### config.mk
export PLATFORM = sky130hd
export DESIGN_NAME = partial_order_closure_table_top
export DESIGN_NICKNAME = d
export VERILOG_FILES = /design/src/hw/rtl/poct_pkg.sv /design/src/hw/rtl/poct_ram.sv /design/src/hw/rtl/poct_engine.sv /design/src/hw/rtl/partial_order_closure_table_top.sv
export VERILOG_INCLUDE_DIRS = /design/src /design/src/hw/rtl
export SDC_FILE = /design/constraint.sdc
export NUM_CORES = 1
export LEC_CHECK = 0
export ABC_CLOCK_PERIOD_IN_PS = 15300
export BUFFER_PORTS_ARGS = -buffer_cell sky130_fd_sc_hd__buf_2
export CAP_MARGIN = 20
export CORE_MARGIN = 1
export CORE_UTILIZATION = 53
export DETAILED_ROUTE_END_ITERATION = 6
export HOLD_SLACK_MARGIN = 0.15
export PLACE_DENSITY = 0.69
export SYNTH_ARGS = -nofsm -noshare
export SYNTH_HDL_FRONTEND = slang
export SYNTH_HIERARCHICAL = 1
export SYNTH_SLANG_ARGS = --single-unit
export TNS_END_PERCENT = 10
### constraint.sdc
create_clock -name clk -period 15.3 [get_ports clk]
set_input_delay 3.06 -clock clk [delete_from_list [all_inputs] [get_ports clk]]
set_output_delay 3.06 -clock clk [all_outputs]
set_load 0.05 [all_outputs]
### src/hw/rtl/assert_macros.svh
// Assertion helpers, sampled on clk and held off while rst_n is low.
`ifndef ASSERT_MACROS_SVH
`define ASSERT_MACROS_SVH

// Check cons in the same cycle as ante.
`define ASSERT_NOW(lbl, ante, cons, msg) \
    lbl: assert property (@(posedge clk) disable iff (!rst_n) (ante) |-> (cons)) else $error(msg);

// Check cons in the cycle after ante.
`define ASSERT_NEXT(lbl, ante, cons, msg) \
    lbl: assert property (@(posedge clk) disable iff (!rst_n) (ante) |=> (cons)) else $error(msg);

`endif

### src/hw/rtl/poct_pkg.sv
package poct_pkg;

    typedef struct packed {
        logic [1:0] opcode;
        logic [3:0] first_index;
        logic [3:0] second_index;
        logic [2:0] relation_in;
    } req_t;

    typedef struct packed {
        logic [1:0] status;
        logic [2:0] relation_out;
        logic [4:0] element_total;
    } rsp_t;

    localparam int MAX_ELEMENTS_DEF = 16;
    localparam int TABLE_DEPTH_DEF  = 120;
    localparam int ELT_W            = 5;

    localparam logic [2:0] REL_UNK  = 3'd0;
    localparam logic [2:0] REL_GT   = 3'd1;
    localparam logic [2:0] REL_EQ   = 3'd2;
    localparam logic [2:0] REL_LT   = 3'd3;
    localparam logic [2:0] REL_NGEQ = 3'd4;
    localparam logic [2:0] REL_NLEQ = 3'd5;
    localparam logic [2:0] REL_INC  = 3'd6;
    localparam logic [2:0] REL_BAD  = 3'd7;

    localparam logic [1:0] OP_ASSERT = 2'd0;
    localparam logic [1:0] OP_ADD    = 2'd1;
    localparam logic [1:0] OP_QUERY  = 2'd2;
    localparam logic [1:0] OP_CLEAR  = 2'd3;

    localparam logic [1:0] ST_CHANGED  = 2'd0;
    localparam logic [1:0] ST_SAME     = 2'd1;
    localparam logic [1:0] ST_CONFLICT = 2'd2;
    localparam logic [1:0] ST_BAD      = 2'd3;

    localparam logic [1:0] KIND_STRICT = 2'd0;
    localparam logic [1:0] KIND_WEAK   = 2'd1;
    localparam logic [1:0] KIND_EQUAL  = 2'd2;

    function automatic logic [2:0] rev_rel(input logic [2:0] r);
        case (r)
            REL_GT:   return REL_LT;
            REL_LT:   return REL_GT;
            REL_NGEQ: return REL_NLEQ;
            REL_NLEQ: return REL_NGEQ;
            default:  return r;
        endcase
    endfunction

    // {ok, merged}
    function automatic logic [3:0] merge_rel(input logic [2:0] old, input logic [2:0] cur);
        if (old == REL_UNK)
        begin
            return {1'b1, cur};
        end
        case (cur)
            REL_GT:  return {(old inside {REL_GT, REL_NLEQ}), cur};
            REL_EQ:  return {(old == REL_EQ), cur};
            REL_LT:  return {(old inside {REL_LT, REL_NGEQ}), cur};
            REL_INC: return {(old inside {REL_INC, REL_NGEQ, REL_NLEQ}), cur};
            REL_NGEQ:
            begin
                if (old inside {REL_LT, REL_INC, REL_NGEQ})
                begin
                    return {1'b1, old};
                end
                else if (old == REL_NLEQ)
                begin
                    return {1'b1, REL_INC};
                end
                return {1'b0, cur};
            end
            REL_NLEQ:
            begin
                if (old inside {REL_GT, REL_INC, REL_NLEQ})
                begin
                    return {1'b1, old};
                end
                else if (old == REL_NGEQ)
                begin
                    return {1'b1, REL_INC};
                end
                return {1'b0, cur};
            end
            default: return {1'b1, old};
        endcase
    endfunction

    function automatic logic [2:0] eq_combine(input logic [2:0] rz, input logic [2:0] ru);
        case (rz)
            REL_EQ: return ru;
            REL_GT:
            begin
                if (ru inside {REL_EQ, REL_GT}) return REL_GT;
                if (ru inside {REL_NLEQ, REL_INC}) return REL_NLEQ;
                return REL_UNK;
            end
            REL_LT:
            begin
                if (ru inside {REL_EQ, REL_LT}) return REL_LT;
                if (ru inside {REL_NGEQ, REL_INC}) return REL_NGEQ;
                return REL_UNK;
            end
            REL_INC:
            begin
                if (ru == REL_GT) return REL_NLEQ;
                if (ru == REL_EQ) return REL_INC;
                if (ru == REL_LT) return REL_NGEQ;
                return REL_UNK;
            end
            REL_NGEQ: return (ru inside {REL_EQ, REL_LT}) ? REL_NGEQ : REL_UNK;
            REL_NLEQ: return (ru inside {REL_GT, REL_EQ}) ? REL_NLEQ : REL_UNK;
            default:  return REL_UNK;
        endcase
    endfunction

    // {update, value} for one neighbor found while scanning
    function automatic logic [3:0] scan_pick(input logic [1:0] kind, input logic [2:0] rel,
                                             input logic [2:0] wkn, input logic [2:0] r);
        case (kind)
            KIND_STRICT:
            begin
                if (r == rel || r == REL_EQ) return {1'b1, rel};
                if (r == wkn || r == REL_INC) return {1'b1, wkn};
                return {1'b0, REL_UNK};
            end
            KIND_WEAK:
            begin
                if (r == rel || r == REL_EQ) return {1'b1, wkn};
                return {1'b0, REL_UNK};
            end
            KIND_EQUAL: return {(r != REL_UNK), r};
            default:    return {1'b0, REL_UNK};
        endcase
    endfunction

    function automatic logic [2:0] pair_pick(input logic [1:0] kind, input logic [2:0] rel,
                                             input logic [2:0] wkn, input logic any_b,
                                             input logic [2:0] a, input logic [2:0] b);
        case (kind)
            KIND_STRICT:
            begin
                if (a == rel && b == rel) return rel;
                if (a == rel && b == wkn) return wkn;
                if (a == wkn && b == rel) return wkn;
                return REL_UNK;
            end
            KIND_WEAK:  return (a == wkn && b == wkn) ? wkn : REL_UNK;
            KIND_EQUAL:
            begin
                if (any_b && a != REL_UNK && b != REL_UNK) return eq_combine(a, b);
                return REL_UNK;
            end
            default:    return REL_UNK;
        endcase
    endfunction

endpackage

### src/hw/rtl/poct_ram.sv
module poct_ram #(
    parameter int WIDTH = 3,
    parameter int DEPTH = 120
) (
    input  logic                                   clk,
    input  logic                                   we,
    input  logic [((DEPTH > 1) ? $clog2(DEPTH) : 1)-1:0] waddr,
    input  logic [WIDTH-1:0]                       wdata,
    input  logic [((DEPTH > 1) ? $clog2(DEPTH) : 1)-1:0] raddr,
    output logic [WIDTH-1:0]                       rdata
);

    logic [WIDTH-1:0] mem [DEPTH];
    logic [WIDTH-1:0] rdata_reg;

    always_ff @(posedge clk)
    begin
        if (we)
        begin
            mem[waddr] <= wdata;
        end
        rdata_reg <= mem[raddr];
    end

    assign rdata = rdata_reg;

endmodule

### src/hw/rtl/poct_engine.sv
module poct_engine import poct_pkg::*; #(
    parameter int MAX_ELEMENTS = MAX_ELEMENTS_DEF,
    parameter int TABLE_DEPTH  = TABLE_DEPTH_DEF
) (
    input  logic clk,
    input  logic rst_n,
    input  logic start,
    input  req_t req,
    output logic ready,
    output logic res_valid,
    input  logic res_take,
    output rsp_t res
);

    localparam int IW = $clog2(MAX_ELEMENTS);
    localparam int EW = $clog2(MAX_ELEMENTS + 1);
    localparam int AW = (TABLE_DEPTH > 1) ? $clog2(TABLE_DEPTH) : 1;
    localparam int SW = $clog2(TABLE_DEPTH + 1);
    localparam int XW = (2 * EW + 1 > SW + 1) ? 2 * EW + 1 : SW + 1;
    localparam int WW = (EW > 4) ? EW : 4;

    localparam logic [3:0] S_IDLE = 4'd0;
    localparam logic [3:0] S_CLR  = 4'd1;
    localparam logic [3:0] S_ADD  = 4'd2;
    localparam logic [3:0] S_COPY = 4'd3;
    localparam logic [3:0] S_RD   = 4'd4;
    localparam logic [3:0] S_EV   = 4'd5;
    localparam logic [3:0] S_SCAN = 4'd6;
    localparam logic [3:0] S_PAIR = 4'd7;
    localparam logic [3:0] S_REST = 4'd8;
    localparam logic [3:0] S_DONE = 4'd9;

    localparam logic [2:0] STEP_MAIN   = 3'd0;
    localparam logic [2:0] STEP_SA_GET = 3'd1;
    localparam logic [2:0] STEP_SA_PUT = 3'd2;
    localparam logic [2:0] STEP_SB_GET = 3'd3;
    localparam logic [2:0] STEP_SB_PUT = 3'd4;
    localparam logic [2:0] STEP_PAIR   = 3'd5;
    localparam logic [2:0] STEP_FINAL  = 3'd6;

    logic [3:0]    state_reg, state_next;
    logic [2:0]    step_reg, step_next;
    logic          init_reg, init_next;
    logic [EW-1:0] count_reg, count_next;
    logic [EW-1:0] x_reg, x_next, y_reg, y_next;
    logic [EW-1:0] px_reg, px_next, py_reg, py_next;
    logic [2:0]    pv_reg, pv_next;
    logic [SW-1:0] cnt_reg, cnt_next;
    logic [EW-1:0] z_reg, z_next, u_reg, u_next;
    logic [EW-1:0] acc_a_reg, acc_a_next, acc_b_reg, acc_b_next;
    logic [2:0]    acc_v_reg, acc_v_next;
    logic          acc_put_reg, acc_put_next;
    logic [1:0]    kind_reg, kind_next;
    logic [2:0]    rel_reg, rel_next, wkn_reg, wkn_next;
    logic          second_reg, second_next;
    logic          any_b_reg, any_b_next;
    logic [2:0]    amark_reg [MAX_ELEMENTS];
    logic [2:0]    amark_next [MAX_ELEMENTS];
    logic [2:0]    bmark_reg [MAX_ELEMENTS];
    logic [2:0]    bmark_next [MAX_ELEMENTS];
    logic [1:0]    status_reg, status_next;
    logic [2:0]    rout_reg, rout_next;

    logic          same, swapped;
    logic [EW-1:0] acc_lo, acc_hi, tri_lo, tri_hi;
    logic [XW-1:0] tri_prod, idx_full;
    logic          in_range;
    logic [AW-1:0] idx;
    logic [2:0]    main_rdata, shadow_rdata, raw, got, put_v;
    logic [3:0]    mres, sp;
    logic [2:0]    pp;
    logic          put_ok, put_chg;
    logic          main_we, shadow_we;
    logic [AW-1:0] main_waddr, main_raddr, shadow_waddr, shadow_raddr;
    logic [2:0]    main_wdata;
    logic [AW-1:0] cnt_addr, cnt_prev_addr;
    logic          bad_index;

    poct_ram #(.WIDTH(3), .DEPTH(TABLE_DEPTH)) u_main (
        .clk   (clk),
        .we    (main_we),
        .waddr (main_waddr),
        .wdata (main_wdata),
        .raddr (main_raddr),
        .rdata (main_rdata)
    );

    poct_ram #(.WIDTH(3), .DEPTH(TABLE_DEPTH)) u_shadow (
        .clk   (clk),
        .we    (shadow_we),
        .waddr (shadow_waddr),
        .wdata (main_rdata),
        .raddr (shadow_raddr),
        .rdata (shadow_rdata)
    );

    assign same    = (acc_a_reg == acc_b_reg);
    assign swapped = (acc_a_reg > acc_b_reg);
    assign acc_lo  = swapped ? acc_b_reg : acc_a_reg;
    assign acc_hi  = swapped ? acc_a_reg : acc_b_reg;
    assign tri_lo  = (state_reg == S_ADD) ? z_reg : acc_lo;
    assign tri_hi  = (state_reg == S_ADD) ? count_reg : acc_hi;

    assign tri_prod = XW'(tri_hi) * XW'(tri_hi - EW'(1));
    assign idx_full = (tri_prod >> 1) + XW'(tri_lo);
    assign in_range = (idx_full < XW'(TABLE_DEPTH));
    assign idx      = AW'(idx_full);

    assign raw     = in_range ? main_rdata : REL_UNK;
    assign got     = same ? REL_EQ : (swapped ? rev_rel(raw) : raw);
    assign put_v   = swapped ? rev_rel(acc_v_reg) : acc_v_reg;
    assign mres    = merge_rel(raw, put_v);
    assign put_ok  = same || !in_range || mres[3];
    assign put_chg = !same && in_range && mres[3] && (mres[2:0] != raw);
    assign sp      = scan_pick(kind_reg, rel_reg, wkn_reg, got);
    assign pp      = pair_pick(kind_reg, rel_reg, wkn_reg, any_b_reg,
                               amark_reg[z_reg[IW-1:0]], bmark_reg[u_reg[IW-1:0]]);

    assign cnt_addr      = (cnt_reg < SW'(TABLE_DEPTH)) ? AW'(cnt_reg) : '0;
    assign cnt_prev_addr = AW'(cnt_reg - SW'(1));

    assign bad_index = (WW'(req.first_index) >= WW'(count_reg))
                    || (WW'(req.second_index) >= WW'(count_reg));

    always_comb
    begin
        main_we      = 1'b0;
        main_waddr   = idx;
        main_wdata   = REL_UNK;
        main_raddr   = idx;
        shadow_we    = 1'b0;
        shadow_waddr = cnt_prev_addr;
        shadow_raddr = cnt_addr;
        case (state_reg)
            S_CLR:
            begin
                main_we    = 1'b1;
                main_waddr = cnt_addr;
            end
            S_ADD:
            begin
                main_we = (z_reg < count_reg) && in_range;
            end
            S_COPY:
            begin
                main_raddr = cnt_addr;
                shadow_we  = (cnt_reg != '0);
            end
            S_EV:
            begin
                main_we    = acc_put_reg && put_chg;
                main_wdata = mres[2:0];
            end
            S_REST:
            begin
                main_we    = (cnt_reg != '0);
                main_waddr = cnt_prev_addr;
                main_wdata = shadow_rdata;
            end
            default:
            begin
                main_we = 1'b0;
            end
        endcase
    end

    always_comb
    begin
        state_next   = state_reg;
        step_next    = step_reg;
        init_next    = init_reg;
        count_next   = count_reg;
        x_next       = x_reg;
        y_next       = y_reg;
        px_next      = px_reg;
        py_next      = py_reg;
        pv_next      = pv_reg;
        cnt_next     = cnt_reg;
        z_next       = z_reg;
        u_next       = u_reg;
        acc_a_next   = acc_a_reg;
        acc_b_next   = acc_b_reg;
        acc_v_next   = acc_v_reg;
        acc_put_next = acc_put_reg;
        kind_next    = kind_reg;
        rel_next     = rel_reg;
        wkn_next     = wkn_reg;
        second_next  = second_reg;
        any_b_next   = any_b_reg;
        amark_next   = amark_reg;
        bmark_next   = bmark_reg;
        status_next  = status_reg;
        rout_next    = rout_reg;

        case (state_reg)
            S_IDLE:
            begin
                if (start)
                begin
                    x_next    = EW'(req.first_index);
                    y_next    = EW'(req.second_index);
                    rout_next = REL_UNK;
                    cnt_next  = '0;
                    z_next    = '0;
                    if (req.opcode == OP_CLEAR)
                    begin
                        status_next = ST_CHANGED;
                        state_next  = S_CLR;
                    end
                    else if (req.opcode == OP_ADD)
                    begin
                        if (count_reg >= EW'(MAX_ELEMENTS))
                        begin
                            status_next = ST_BAD;
                            state_next  = S_DONE;
                        end
                        else
                        begin
                            status_next = ST_CHANGED;
                            state_next  = S_ADD;
                        end
                    end
                    else if (bad_index)
                    begin
                        status_next = ST_BAD;
                        state_next  = S_DONE;
                    end
                    else if (req.opcode == OP_QUERY || req.first_index == req.second_index
                             || req.relation_in == REL_UNK || req.relation_in == REL_BAD)
                    begin
                        status_next  = ST_SAME;
                        acc_a_next   = EW'(req.first_index);
                        acc_b_next   = EW'(req.second_index);
                        acc_put_next = 1'b0;
                        step_next    = STEP_FINAL;
                        state_next   = S_RD;
                    end
                    else
                    begin
                        if (req.first_index > req.second_index)
                        begin
                            px_next = EW'(req.second_index);
                            py_next = EW'(req.first_index);
                            pv_next = rev_rel(req.relation_in);
                        end
                        else
                        begin
                            px_next = EW'(req.first_index);
                            py_next = EW'(req.second_index);
                            pv_next = req.relation_in;
                        end
                        state_next = S_COPY;
                    end
                end
            end

            S_CLR:
            begin
                cnt_next = cnt_reg + SW'(1);
                if (cnt_reg == SW'(TABLE_DEPTH - 1))
                begin
                    count_next = '0;
                    init_next  = 1'b0;
                    state_next = init_reg ? S_IDLE : S_DONE;
                end
            end

            S_ADD:
            begin
                if (z_reg >= count_reg)
                begin
                    count_next = count_reg + EW'(1);
                    state_next = S_DONE;
                end
                else
                begin
                    z_next = z_reg + EW'(1);
                end
            end

            S_COPY:
            begin
                cnt_next = cnt_reg + SW'(1);
                if (cnt_reg == SW'(TABLE_DEPTH))
                begin
                    acc_a_next   = px_reg;
                    acc_b_next   = py_reg;
                    acc_v_next   = pv_reg;
                    acc_put_next = 1'b1;
                    step_next    = STEP_MAIN;
                    state_next   = S_RD;
                end
            end

            S_RD:
            begin
                state_next = S_EV;
            end

            S_EV:
            begin
                state_next = S_RD;
                case (step_reg)
                    STEP_MAIN:
                    begin
                        if (!put_ok || !put_chg)
                        begin
                            status_next  = put_ok ? ST_SAME : ST_CONFLICT;
                            acc_a_next   = x_reg;
                            acc_b_next   = y_reg;
                            acc_put_next = 1'b0;
                            step_next    = STEP_FINAL;
                        end
                        else
                        begin
                            second_next = 1'b0;
                            case (pv_reg)
                                REL_GT, REL_LT:
                                begin
                                    kind_next = KIND_STRICT;
                                    rel_next  = pv_reg;
                                    wkn_next  = (pv_reg == REL_GT) ? REL_NLEQ : REL_NGEQ;
                                end
                                REL_EQ:
                                begin
                                    kind_next = KIND_EQUAL;
                                end
                                REL_NLEQ:
                                begin
                                    kind_next = KIND_WEAK;
                                    rel_next  = REL_GT;
                                    wkn_next  = REL_NLEQ;
                                end
                                REL_INC:
                                begin
                                    kind_next   = KIND_WEAK;
                                    rel_next    = REL_LT;
                                    wkn_next    = REL_NGEQ;
                                    second_next = 1'b1;
                                end
                                default:
                                begin
                                    kind_next = KIND_WEAK;
                                    rel_next  = REL_LT;
                                    wkn_next  = REL_NGEQ;
                                end
                            endcase
                            for (int i = 0; i < MAX_ELEMENTS; i++)
                            begin
                                amark_next[i] = REL_UNK;
                                bmark_next[i] = REL_UNK;
                            end
                            any_b_next = 1'b0;
                            z_next     = '0;
                            state_next = S_SCAN;
                        end
                    end
                    STEP_SA_GET:
                    begin
                        acc_put_next = sp[3];
                        if (sp[3])
                        begin
                            acc_a_next = z_reg;
                            acc_b_next = py_reg;
                            acc_v_next = sp[2:0];
                            step_next  = STEP_SA_PUT;
                        end
                        else
                        begin
                            acc_a_next = py_reg;
                            acc_b_next = z_reg;
                            step_next  = STEP_SB_GET;
                        end
                    end
                    STEP_SA_PUT:
                    begin
                        if (!put_ok)
                        begin
                            cnt_next   = '0;
                            state_next = S_REST;
                        end
                        else
                        begin
                            if (put_chg)
                            begin
                                amark_next[z_reg[IW-1:0]] = acc_v_reg;
                            end
                            acc_a_next   = py_reg;
                            acc_b_next   = z_reg;
                            acc_put_next = 1'b0;
                            step_next    = STEP_SB_GET;
                        end
                    end
                    STEP_SB_GET:
                    begin
                        acc_put_next = sp[3];
                        if (sp[3])
                        begin
                            acc_a_next = px_reg;
                            acc_b_next = z_reg;
                            acc_v_next = sp[2:0];
                            step_next  = STEP_SB_PUT;
                        end
                        else
                        begin
                            z_next     = z_reg + EW'(1);
                            state_next = S_SCAN;
                        end
                    end
                    STEP_SB_PUT:
                    begin
                        if (!put_ok)
                        begin
                            cnt_next   = '0;
                            state_next = S_REST;
                        end
                        else
                        begin
                            if (put_chg)
                            begin
                                bmark_next[z_reg[IW-1:0]] = acc_v_reg;
                                any_b_next = 1'b1;
                            end
                            z_next     = z_reg + EW'(1);
                            state_next = S_SCAN;
                        end
                    end
                    STEP_PAIR:
                    begin
                        if (!put_ok)
                        begin
                            cnt_next   = '0;
                            state_next = S_REST;
                        end
                        else
                        begin
                            u_next     = u_reg + EW'(1);
                            state_next = S_PAIR;
                        end
                    end
                    default:
                    begin
                        rout_next  = got;
                        state_next = S_DONE;
                    end
                endcase
            end

            S_SCAN:
            begin
                if (z_reg >= count_reg)
                begin
                    z_next     = '0;
                    u_next     = '0;
                    state_next = S_PAIR;
                end
                else if (z_reg == px_reg || z_reg == py_reg)
                begin
                    z_next = z_reg + EW'(1);
                end
                else
                begin
                    acc_a_next   = z_reg;
                    acc_b_next   = px_reg;
                    acc_put_next = 1'b0;
                    step_next    = STEP_SA_GET;
                    state_next   = S_RD;
                end
            end

            S_PAIR:
            begin
                if (z_reg >= count_reg)
                begin
                    if (second_reg)
                    begin
                        second_next = 1'b0;
                        rel_next    = REL_GT;
                        wkn_next    = REL_NLEQ;
                        for (int i = 0; i < MAX_ELEMENTS; i++)
                        begin
                            amark_next[i] = REL_UNK;
                            bmark_next[i] = REL_UNK;
                        end
                        any_b_next = 1'b0;
                        z_next     = '0;
                        state_next = S_SCAN;
                    end
                    else
                    begin
                        status_next  = ST_CHANGED;
                        acc_a_next   = x_reg;
                        acc_b_next   = y_reg;
                        acc_put_next = 1'b0;
                        step_next    = STEP_FINAL;
                        state_next   = S_RD;
                    end
                end
                else if (u_reg >= count_reg)
                begin
                    z_next = z_reg + EW'(1);
                    u_next = '0;
                end
                else if (z_reg != u_reg && pp != REL_UNK)
                begin
                    acc_a_next   = z_reg;
                    acc_b_next   = u_reg;
                    acc_v_next   = pp;
                    acc_put_next = 1'b1;
                    step_next    = STEP_PAIR;
                    state_next   = S_RD;
                end
                else
                begin
                    u_next = u_reg + EW'(1);
                end
            end

            S_REST:
            begin
                cnt_next = cnt_reg + SW'(1);
                if (cnt_reg == SW'(TABLE_DEPTH))
                begin
                    status_next  = ST_CONFLICT;
                    acc_a_next   = x_reg;
                    acc_b_next   = y_reg;
                    acc_put_next = 1'b0;
                    step_next    = STEP_FINAL;
                    state_next   = S_RD;
                end
            end

            S_DONE:
            begin
                if (res_take)
                begin
                    state_next = S_IDLE;
                end
            end

            default:
            begin
                state_next = S_IDLE;
            end
        endcase
    end

    always_ff @(posedge clk or negedge rst_n)
    begin
        if (!rst_n)
        begin
            state_reg  <= S_CLR;
            init_reg   <= 1'b1;
            cnt_reg    <= '0;
            count_reg  <= '0;
            step_reg   <= STEP_FINAL;
            second_reg <= 1'b0;
            any_b_reg  <= 1'b0;
        end
        else
        begin
            state_reg  <= state_next;
            init_reg   <= init_next;
            cnt_reg    <= cnt_next;
            count_reg  <= count_next;
            step_reg   <= step_next;
            second_reg <= second_next;
            any_b_reg  <= any_b_next;
        end
    end

    always_ff @(posedge clk)
    begin
        x_reg       <= x_next;
        y_reg       <= y_next;
        px_reg      <= px_next;
        py_reg      <= py_next;
        pv_reg      <= pv_next;
        z_reg       <= z_next;
        u_reg       <= u_next;
        acc_a_reg   <= acc_a_next;
        acc_b_reg   <= acc_b_next;
        acc_v_reg   <= acc_v_next;
        acc_put_reg <= acc_put_next;
        kind_reg    <= kind_next;
        rel_reg     <= rel_next;
        wkn_reg     <= wkn_next;
        amark_reg   <= amark_next;
        bmark_reg   <= bmark_next;
        status_reg  <= status_next;
        rout_reg    <= rout_next;
    end

    assign ready               = (state_reg == S_IDLE);
    assign res_valid           = (state_reg == S_DONE);
    assign res.status          = status_reg;
    assign res.relation_out    = rout_reg;
    assign res.element_total   = ELT_W'(count_reg);

endmodule

### src/hw/rtl/partial_order_closure_table_top.sv
// Channel | Valid     | Stall     | Payload
// req     | req_valid | req_stall | req (opcode, indices, relation)
// rsp     | rsp_valid | rsp_stall | rsp (status, relation, total)
//
// After reset the table is zeroed before the first item is taken.
// An assertion first copies the table into a shadow table, then each table read
// or update passes through a read state and an evaluate state: up to 4 accesses
// per element in the scan and one per derived pair when pairing.
// A conflict restores the table from the shadow table. rsp_stall holds the
// output register, and a finished result waits in the engine while that
// register is full and stalled; the next item is taken while a result waits
// in the output register.
`include "assert_macros.svh"

module partial_order_closure_table_top import poct_pkg::*; #(
    parameter int MAX_ELEMENTS = MAX_ELEMENTS_DEF,
    parameter int TABLE_DEPTH  = TABLE_DEPTH_DEF
) (
    input  logic clk,
    input  logic rst_n,
    input  logic req_valid,
    output logic req_stall,
    input  req_t req,
    output logic rsp_valid,
    input  logic rsp_stall,
    output rsp_t rsp
);

    logic eng_ready;
    logic eng_start;
    logic eng_res_valid;
    logic eng_take;
    rsp_t eng_res;
    logic rsp_valid_reg;
    rsp_t rsp_reg;

    assign req_stall = !eng_ready;
    assign eng_start = req_valid && eng_ready;
    assign eng_take  = eng_res_valid && (!rsp_valid_reg || !rsp_stall);

    poct_engine #(
        .MAX_ELEMENTS (MAX_ELEMENTS),
        .TABLE_DEPTH  (TABLE_DEPTH)
    ) u_engine (
        .clk       (clk),
        .rst_n     (rst_n),
        .start     (eng_start),
        .req       (req),
        .ready     (eng_ready),
        .res_valid (eng_res_valid),
        .res_take  (eng_take),
        .res       (eng_res)
    );

    always_ff @(posedge clk or negedge rst_n)
    begin
        if (!rst_n)
        begin
            rsp_valid_reg <= 1'b0;
        end
        else if (eng_take)
        begin
            rsp_valid_reg <= 1'b1;
        end
        else if (!rsp_stall)
        begin
            rsp_valid_reg <= 1'b0;
        end
    end

    always_ff @(posedge clk)
    begin
        if (eng_take)
        begin
            rsp_reg <= eng_res;
        end
    end

    assign rsp_valid = rsp_valid_reg;
    assign rsp       = rsp_reg;

    `ASSERT_NEXT(a_busy_after_accept, req_valid && !req_stall, req_stall, "item taken while busy")
    `ASSERT_NOW(a_bad_no_rel, rsp_valid && rsp.status == ST_BAD, rsp.relation_out == REL_UNK, "relation on rejected item")

endmodule
### After elaboration in Yosys (flattened, before gate mapping)

Memories as Yosys holds them, arrays and structs flattened. A register that Yosys moved wholly into a read port is not among the register bits.
Index checks and enable logic that the tools add are counted.

* register bits: 187
* logic and storage cells: 624
* input bits: 17
* RAM bits: 720
* memories kept: 2

Memories
* u_engine.u_main.mem: words 120, width 3, read ports 1, clocked after Yosys merged registers in 1, wr ports 1, RTL line poct_ram.sv:13 `logic [WIDTH-1:0] mem [DEPTH];`
* u_engine.u_shadow.mem: words 120, width 3, read ports 1, clocked after Yosys merged registers in 1, wr ports 1, RTL line poct_ram.sv:13

* bitwise logic cells: 7
* add/sub/neg operators: 7
* reductions and logical operators: 85
* multiplexer cells: 322
* eq/ne operators: 128
* $mul: 1
* magnitude comparators: 13

Operators by type and width (number)
* $pmux W48 S2: 4
* $mux W48: 7
* $mux W5: 56
* $mux W3: 68
* $mux W4: 34
* $bwmux W48: 2
* $mux W1: 92
* $eq A3 B3 Y1 const B: 22
* $pmux W5 S6: 2
* $pmux W3 S4: 4
* $pmux W4 S6: 2
* $eq A3 B2 Y1 const B: 15
* $pmux W5 S4: 2
* $pmux W3 S3: 4
* $pmux W3 S6: 2
* $pmux W4 S9: 1
* $mux W7: 5
* $ne A2 B2 Y1 const B: 17
* $ne A2 B1 Y1 const B: 16
* $mux W2: 15
* $ne A3 B2 Y1 const B: 10
* $pmux W5 S3: 2
* $reduce_bool A3 Y1: 10
* $pmux W5 S5: 1
* 71 further kinds: 170

### Logic depth before layout (Yosys ltp)

Gate-level depths: netlist (run 1).

* depth after elaboration: 31
* mapped depth: 39
* mapped depth without buffers: 35

### Modules after synthesis

The synthesis (run 1) kept the hierarchy.

By module, submodules not included
* poct_ram: cells an instance 805, area each 14735.4 um^2, seq. area each 10870.4 um^2, times used 2
* poct_engine: cells an instance 1622, area each 14332.5 um^2, seq. area each 5059.9 um^2, times used 1
* partial_order_closure_table_top: cells an instance 15, area each 354.1 um^2, seq. area each 325.3 um^2, times used 1

### Worst setup path after synthesis (run 1)

No wires, ideal clock.

* kind: register to register
* from: register u_engine.acc_a_reg[4]
* to: memory u_engine.u_main.mem[0][2], data pin
* stages on the path, launching flop included: 31
* library setup time: 1135 ps
* slack: 1980 ps
* arrival time: 12185 ps
* clock period less this slack: 13320 ps
* cell sequence: edfxtp_1 > ha_1 > and3_1 > and3_1 > buf_4 > a21oi_2 > buf_4 > buf_2 > buf_1 > nor2_1 > a21oi_1 > o21a_1 > nand3_1 > ha_1 > nand2b_1 > fa_1 > fa_1 > inv_1 > fa_1 > inv_1 > fa_1 > fa_1 > inv_1 > ha_1 > o2111ai_1 > mux2_2 > nor4b_4 > o2111ai_4 > and4b_1 > a21oi_1 > o21ai_0

* longest elaborated chain between the ends: 17
* elaborated cells between the ends (all ways): 44

Ends and longest elaborated chain
* from (decl): RTL line poct_engine.sv:50 `logic [EW-1:0] acc_a_reg, acc_a_next, acc_b_reg, acc_b_next;`
* from (signal assigned): RTL line poct_engine.sv:581 `acc_a_reg <= acc_a_next;`
* $gt A5 B5 Y1: RTL line poct_engine.sv:98 `assign swapped = (acc_a_reg > acc_b_reg);`
* $mux W5: RTL line poct_engine.sv:100 `assign acc_hi = swapped ? acc_a_reg : acc_b_reg;`
* $mux W5: RTL line poct_engine.sv:102 `assign tri_hi = (state_reg == S_ADD) ? count_reg : acc_hi;`
* $sub A5 B1 Y6: RTL line poct_engine.sv:104 `assign tri_prod = XW'(tri_hi) * XW'(tri_hi - EW'(1));`
* $mul A5 B11 Y11: RTL line poct_engine.sv:104
* $add A10 B5 Y11: RTL line poct_engine.sv:105 `assign idx_full = (tri_prod >> 1) + XW'(tri_lo);`
* $lt A11 B7 Y1: RTL line poct_engine.sv:106 `assign in_range = (idx_full < XW'(TABLE_DEPTH));`
* $mux W3: RTL line poct_engine.sv:109 `assign raw = in_range ? main_rdata : REL_UNK;`
* $eq A3 B1 Y1, or another cell as far along: RTL line poct_pkg.sv:78 `if (old inside {REL_GT, REL_INC, REL_NLEQ})`
* $reduce_bool A3 Y1, or another cell as far along: RTL line poct_pkg.sv:78
* $mux W1, on equally long branches: RTL line poct_pkg.sv:78, poct_pkg.sv:66
* $mux W1 (2 in series): RTL line poct_pkg.sv:59 `case (cur)`
* $mux W4, on equally long branches: RTL line poct_pkg.sv:86, poct_pkg.sv:74
* $pmux W4 S6: RTL line poct_pkg.sv:59
* $mux W4 *: RTL line poct_pkg.sv:59
* $pmux W3 S2 *: RTL line poct_engine.sv:134 `case (state_reg)`
* net u_engine.main_wdata[2]: RTL line poct_engine.sv:75 `logic [2:0] main_wdata;`
* to (decl): RTL line poct_ram.sv:13

The timed path passes the listed nets; every way through them passes the cells marked *. The select of a mux whose other input is x is not followed.

### Worst setup path after layout (run 1)

* from: register u_engine.acc_b_reg[4]
* to: memory u_engine.u_main.mem[46][2], enable pin

* longest elaborated chain between the ends: 22
* elaborated cells between the ends (all ways): 59

Ends and longest elaborated chain
* from (decl): RTL line poct_engine.sv:50
* from (signal assigned): RTL line poct_engine.sv:582 `acc_b_reg <= acc_b_next;`
* $gt A5 B5 Y1: RTL line poct_engine.sv:98
* $mux W5: RTL line poct_engine.sv:100
* $mux W5: RTL line poct_engine.sv:102
* $sub A5 B1 Y6: RTL line poct_engine.sv:104
* $mul A5 B11 Y11: RTL line poct_engine.sv:104
* $add A10 B5 Y11: RTL line poct_engine.sv:105
* $lt A11 B7 Y1: RTL line poct_engine.sv:106
* $mux W3: RTL line poct_engine.sv:109
* (+7 left out)
* $mux W4: RTL line poct_pkg.sv:59
* $ne A3 B3 Y1 or $logic_and A1 B1 Y1 (tied branches): RTL line poct_engine.sv:114 `assign put_chg = !same && in_range && mres[3] && (mres[2:0] != raw);`
* $logic_and A1 B1 Y1: RTL line poct_engine.sv:114
* $logic_and A1 B1 Y1: RTL line poct_engine.sv:151 `main_we = acc_put_reg && put_chg;`
* $pmux W1 S4 *: RTL line poct_engine.sv:134
* net u_engine.main_we: RTL line poct_engine.sv:73 `logic main_we, shadow_we;`
* $mux W1 *: RTL line poct_ram.sv:18 `if (we)`
* $mux W1 (implied by the code) *: RTL line poct_ram.sv:20 `mem[waddr] <= wdata;`

Marks and branches as above.

==> reports/metrics.csv, run 1 <==
stage;metric;value;unit
synthesis;ranking of synthesized cells by area;edfxtp_1 60%, mux4_2 7.7%, nor2_1 3.2%;
worst_setup_path;CP max stage cell;a211oi_2;
sta;FMAX;0.0914;GHz
global_routing;GRT Util Overall;0.266;
sta;Worst-Margin Slew;1130;ps
synthesis;EDFF count, synth;880;
synthesis;Mean Syn Cell Area;13.6;um2
sta;final worst setup slack;4360;ps
placement;pre-CTS setup slack;4450;ps
cells_and_area;area growth from synthesis to layout;9.34;%
global_routing;initial antenna violation count;2;
worst_setup_path;R2R Setup Slk;4360;ps
die;Core Rows;105;
hold_path;worst hold endpoint;rsp[6]$_DFFE_PP_;
synthesis;Yosys top cell by area;edfxtp_1;
placement;routability cong.;0.968;
global_routing;vias in the first global route;28600;
worst_setup_path;Critical Path Source Type;register;
synthesis;synthesized cell area;0.0442;mm2
worst_setup_path;WS Path Type;reg2reg;
hold_path;hold path cells;0;
hold_path;Tightest Hold Check Type;reg2reg;
worst_setup_path;r2r startpoint;u_engine/acc_b_reg[4]$_DFFE_PP_;
worst_setup_path;Worst R2R End;u_engine/u_main/mem[46][2]$_DFFE_PP_;
cells_and_area;biggest regs;u_engine/u_main/mem x360, u_engine/u_shadow/mem x360;
synthesis;Mapped Cells;3247;
sta;min Tclk post-route;10940;ps
routing;DR DRC count;0;
synthesis;post-synth top area share;0.598;
global_routing;first-pass GRT wire length;172000;um
synthesis;#FFs+latches synth;909;
sta;Final period util;0.715;
sta;Worst Skew;38.3;ps
clocking;post_cts resized;0;
die;Die X;291;um
synthesis;Synth async-reset ratio;0.0253;
global_routing;GR Util met2;0.418;
synthesis;Top FF cell, synth;edfxtp_1;
routing;DR iter-0 viols;3398;
sta;Setup violations, final;0;
worst_setup_path;Critical Path RT;15620;ps
sta;Final TNS setup;0;ps
synthesis;top post-synthesis cells by count;880 x edfxtp_1, 376 x nor2_1, 281 x nand2_1;
worst_setup_path;endpoint class of the critical path;register;
placement;port bufs;28;
worst_setup_path;Max FO, Critical Path;13;
worst_setup_path;path depth of the worst reg2reg path;32;
routing;Antenna Nets Post-Route;0;
synthesis;top-count cell post-synth;edfxtp_1;
clocking;CTS max path bufs;3;
placement;post-DP HPWL;73300;um
die;core area;0.0822;mm2
die;initial core utilization;0.537;
global_routing;grt ovf;0;
clocking;Sinks on Clock Net;909;
clocking;CTS tree;yes;
sta;Worst slew margin;0.248;
clocking;# Post-CTS Setup Buffers;0;
worst_setup_path;critical path's largest stage delay;690;ps
job;Max Cap Viol;0;
clocking;clk slew on worst S/H paths;60;ps
hold_path;Worst Hold Launch;u_engine/rout_reg[1]$_SDFFCE_PN0P_;
global_routing;met3 global-route usage;0.0411;
run_status;outcome;complete, no violations;
synthesis;yosys warns;6;
cells_and_area;diode count;0;
sta;final hold vios;0;
sta;Final Max Tran Viols;0;
synthesis;syn nets;3350;
synthesis;post-synthesis sequential area ratio;0.614;
global_routing;GRT met1 Usage;0.378;
worst_setup_path;worst path arrival time;11260;ps
routing;Post-Route WL;112000;um
clocking;Skew-Pair Late Insertion Delay;680;ps
clocking;CTS buffer count;94;
routing;via density per instance;6.49;
cells_and_area;share of layout cells above drive strength 1;0.145;
die;height of the die;291;um
die;Die Area;0.0845;mm2
clocking;Hold-fix buffers, CTS;0;
routing;via count;28400;
clocking;H-tree depth;3;
routing;drt wl/cell;25.7;um
die;I/O pin cnt;29;
synthesis;Synth cell types;108;
cells_and_area;fillers;6285;
routing;first-pass detailed-route iteration total;6;
sta;RSZ-0062 raised after global routing;no;
cells_and_area;Final nets;3334;
global_routing;largest net degree at the start of global routing;108;
clocking;CTS root buf;clkbuf_16;
global_routing;busiest grt layer;met2;
how the worst max path moves through the flow:
stage,from,end,cells after the start
final,u_engine/acc_b_reg[4]$_DFFE_PP_,u_engine/u_main/mem[46][2]$_DFFE_PP_,32
after global placement,u_engine/acc_a_reg[4]$_DFFE_PP_,u_engine/u_main/mem[62][1]$_DFFE_PP_,31
after floorplan,u_engine/acc_a_reg[4]$_DFFE_PP_,u_engine/u_main/mem[0][2]$_DFFE_PP_,30
after CTS,u_engine/acc_b_reg[4]$_DFFE_PP_,u_engine/u_main/mem[46][2]$_DFFE_PP_,32
after global routing,u_engine/acc_b_reg[4]$_DFFE_PP_,u_engine/u_main/mem[62][2]$_DFFE_PP_,32
after detailed placement,u_engine/acc_b_reg[4]$_DFFE_PP_,u_engine/u_main/mem[46][2]$_DFFE_PP_,32
cell usage in the layout (no fill, tap or decap), types with 21 or more instances in the layout:
cell type and n:
edfxtp_1 880, nor2_1 376, nand2_1 281, a21oi_1 190, mux4_2 151, nand3_1 133
mux2i_1 110, clkbuf_16 97, inv_1 76, ha_1 72, o21ai_0 68, nor2b_1 55
buf_4 50, xnor2_1 39, mux2_2 36, nor3_1 35, nand2b_1 32, a31oi_1 31
buf_2 29, a22oi_1 28, xor2_1 21
layout make-up:
type                    count  area, um2  area share
clock buffers             114       2490      0.0516
clock inverters            56        607      0.0126
inverters                  81        305     0.00632
multi-input cells        2064      15800       0.328
flip-flops and latches    909      27100       0.562
well taps                1070       1340      0.0277
repair buffers             81        568      0.0118
per-layer routing:
metal  part of all wire  routed length (um)  up-vias
li1                   -                   -    12500
met3              0.076                8560      255
met1               0.42               47000    14300
met2               0.47               53100     1316
met4              0.033                3760        2
met5            0.00012                  13        -
logic make-up after synthesis:
group                    synth area share
other                            0.000170
AO/OA/AOI/OAI                      0.0871
multiplexers                        0.125
XOR/XNOR                           0.0123
buffers and inverters              0.0297
adder cells (fa/ha/maj)            0.0267
flip-flops                          0.614
AND/OR/NAND/NOR                     0.105
per-stage QoR:
| stage | std cells | util | hold slack [ps] | instance area (um2) |
|---|---|---|---|---|
| floorplan | 3247 | - | 400 | 44200 |
| global placement | 4198 | 0.548 | 404 | 45100 |
| detailed placement | 4199 | 0.548 | 405 | 45100 |
| CTS | 4369 | 0.586 | 418 | 48200 |
| global route | 4375 | 0.587 | 443 | 48300 |
| finish | 4375 | 0.587 | 419 | 48300 |
critical path, delay by kind of cell, from the launching register on:
family / cells / cell delay (ps)
xor+xnor: 1 / 360
buf+inv: 5 / 450
compound gates: 5 / 2180
fa+ha+maj: 9 / 3730
flops: 1 / 430
simple gates: 12 / 3410
Power of run 1 is left out: the tool's default activity adds up to more than one toggle a clock period on the data nets, which glitch-free logic cannot reach.
==> run 2, diff against run 1 <==
Settings changed: ABC_CLOCK_PERIOD_IN_PS 15300 to 10100.
Clock period 15.3 ns to 10.1 ns, I/O delays scaled along.
==> run 2 against run 1 <==
Effect of this change:
- core utilization rose by 0.43 points
- non-clock buffer count grew 24
- worst hold slack gained 1.4 ps
- final cell count rose by 0.59%
- global-route usage is 0.19 points lower
- die area stayed put
- critical path depth up 2
- cell area increased by 0.73%
- register-to-register slack got worse by 3900 ps
- sequential share of layout area fell by 0.41 points
==> reports/metrics.csv, run 2 (synthesized netlist as in run 1, its figures left out) <==
stage;metric;value;unit
run_status;outcome;complete, no violations;
sta;Worst-Margin Slew;1200;ps
job;Max Cap Viol;0;
global_routing;vias in the first global route;28200;
clocking;clk slew on worst S/H paths;60;ps
die;Core Rows;105;
routing;Post-Route WL;111000;um
sta;final hold vios;0;
clocking;H-tree depth;3;
routing;DR iter-0 viols;3070;
cells_and_area;Final Cell Area;0.0486;mm2
die;I/O pin cnt;29;
clocking;CTS buffer count;94;
placement;port bufs;28;
die;initial core utilization;0.537;
worst_setup_path;Max FO, Critical Path;10;
sta;min Tclk post-route;9670;ps
placement;pre-CTS setup slack;134;ps
cells_and_area;Final nets;3358;
cells_and_area;fillers;6294;
sta;Final period util;0.958;
sta;Final Max Tran Viols;0;
worst_setup_path;CP max stage cell;fa_1;
cells_and_area;area growth from synthesis to layout;10.1;%
global_routing;first-pass GRT wire length;171000;um
die;Die Area;0.0845;mm2
hold_path;Tightest Hold Check Type;reg2reg;
cells_and_area;most common cell after layout, fill and taps aside;edfxtp_1;
sta;Setup violations, final;0;
placement;post-DP HPWL;74000;um
die;core area;0.0822;mm2
placement;routability cong.;0.941;
worst_setup_path;Critical Path RT;10450;ps
worst_setup_path;critical path's largest stage delay;570;ps
clocking;Sinks on Clock Net;909;
worst_setup_path;Critical Path Source Type;register;
clocking;CTS tree;yes;
routing;via density per instance;6.45;
cells_and_area;biggest regs;u_engine/u_main/mem x360, u_engine/u_shadow/mem x360;
routing;first-pass detailed-route iteration total;6;
sta;RSZ-0062 raised after global routing;yes;
placement;dpl cell area;0.0454;mm2
sta;FMAX;0.103;GHz
die;Die X;291;um
cells_and_area;share of layout cells above drive strength 1;0.153;
routing;Antenna Nets Post-Route;0;
global_routing;GRT Util Overall;0.264;
routing;drt wl/cell;25.3;um
die;height of the die;291;um
worst_setup_path;endpoint class of the critical path;register;
routing;via count;28400;
sta;Worst Skew;34.6;ps
global_routing;grt ovf;0;
sta;Worst slew margin;0.195;
clocking;Skew-Pair Late Insertion Delay;680;ps
clocking;CTS max path bufs;3;
global_routing;initial antenna violation count;0;
global_routing;largest net degree at the start of global routing;122;
cells_and_area;most frequent cells in the layout;880 x edfxtp_1, 376 x nor2_1, 278 x nand2_1, 190 x a21oi_1, 151 x mux4_2;
worst_setup_path;WS Path Type;reg2reg;
sta;final worst setup slack;426;ps
cells_and_area;diode count;0;
worst_setup_path;worst path arrival time;10020;ps
routing;DR DRC count;0;
clocking;CTS root buf;clkbuf_16;
[run 2: critical path: cells and delay by family, from the launching register on]
family / cells / cell delay [ps]
AOI/OAI and AO/OA: 6 / 1320
xor gates and xnor gates: 1 / 340
adders and majority gates: 9 / 3680
buffers and inverters: 6 / 880
DFF: 1 / 430
and+or+nand+nor: 12 / 2730
[run 2: metrics by stage]
step	TNS, ps	cells	hold slack, ps	utilization
floorplan	-174760	3247	400	-
detailed placement	0	4223	407	0.552
finish	0	4401	420	0.591
global route	-2220	4401	427	0.591
global placement	0	4223	407	0.552
CTS	0	4395	421	0.590
[run 2: metal layers]
metal | global-route usage | share of wire | vias to the layer above
li1 | - | - | 12500
met1 | 0.387 | 0.43 | 14300
met2 | 0.405 | 0.46 | 1395
met3 | 0.0408 | 0.082 | 221
met4 | 0.0866 | 0.030 | 0
met5 | 0 | 0 | -
[run 2: path summary, 6_finish.rpt]
| kind | slack [ps] | to | from | depth (start not counted) |
|---|---|---|---|---|
| max | 430 | u_engine/u_main/mem[1][0]$_DFFE_PP_ | u_engine/acc_b_reg[4]$_DFFE_PP_ | 34 |
| min | 420 | rsp[7]$_DFFE_PP_ | u_engine/rout_reg[2]$_SDFFCE_PN0P_ | 0 |
| max reg2reg | 430 | u_engine/u_main/mem[1][0]$_DFFE_PP_ | u_engine/acc_b_reg[4]$_DFFE_PP_ | 34 |
| min reg2reg | 420 | rsp[7]$_DFFE_PP_ | u_engine/rout_reg[2]$_SDFFCE_PN0P_ | 0 |
| max in group asynchronous | 8200 | u_engine/cnt_reg[0]$_DFFE_PN0P_ | rst_n | 1 |
| min in group asynchronous | 1400 | u_engine/state_reg[2]$_DFFE_PN0P_ | rst_n | 1 |
[run 2: layout make-up]
cell class / count / area, um2 / share of cell area
Inverter: 81 / 305 / 0.00628
Timing Repair Buffer: 105 / 853 / 0.0175
Clock inverter: 57 / 679 / 0.0140
Sequential cell: 909 / 27100 / 0.558
Clock buffer: 115 / 2450 / 0.0504
Tap cell: 1070 / 1340 / 0.0275
Multi-Input combinational cell: 2064 / 15900 / 0.326
[run 2: timing repair]
action,in CTS,in global routing
hold endpoints to repair,0,0
buffers inserted,0,0
endpoints found under the setup margin,0,327
hold buffers,0,0
resized for setup,0,8
Power of run 2 is left out for the same reason.
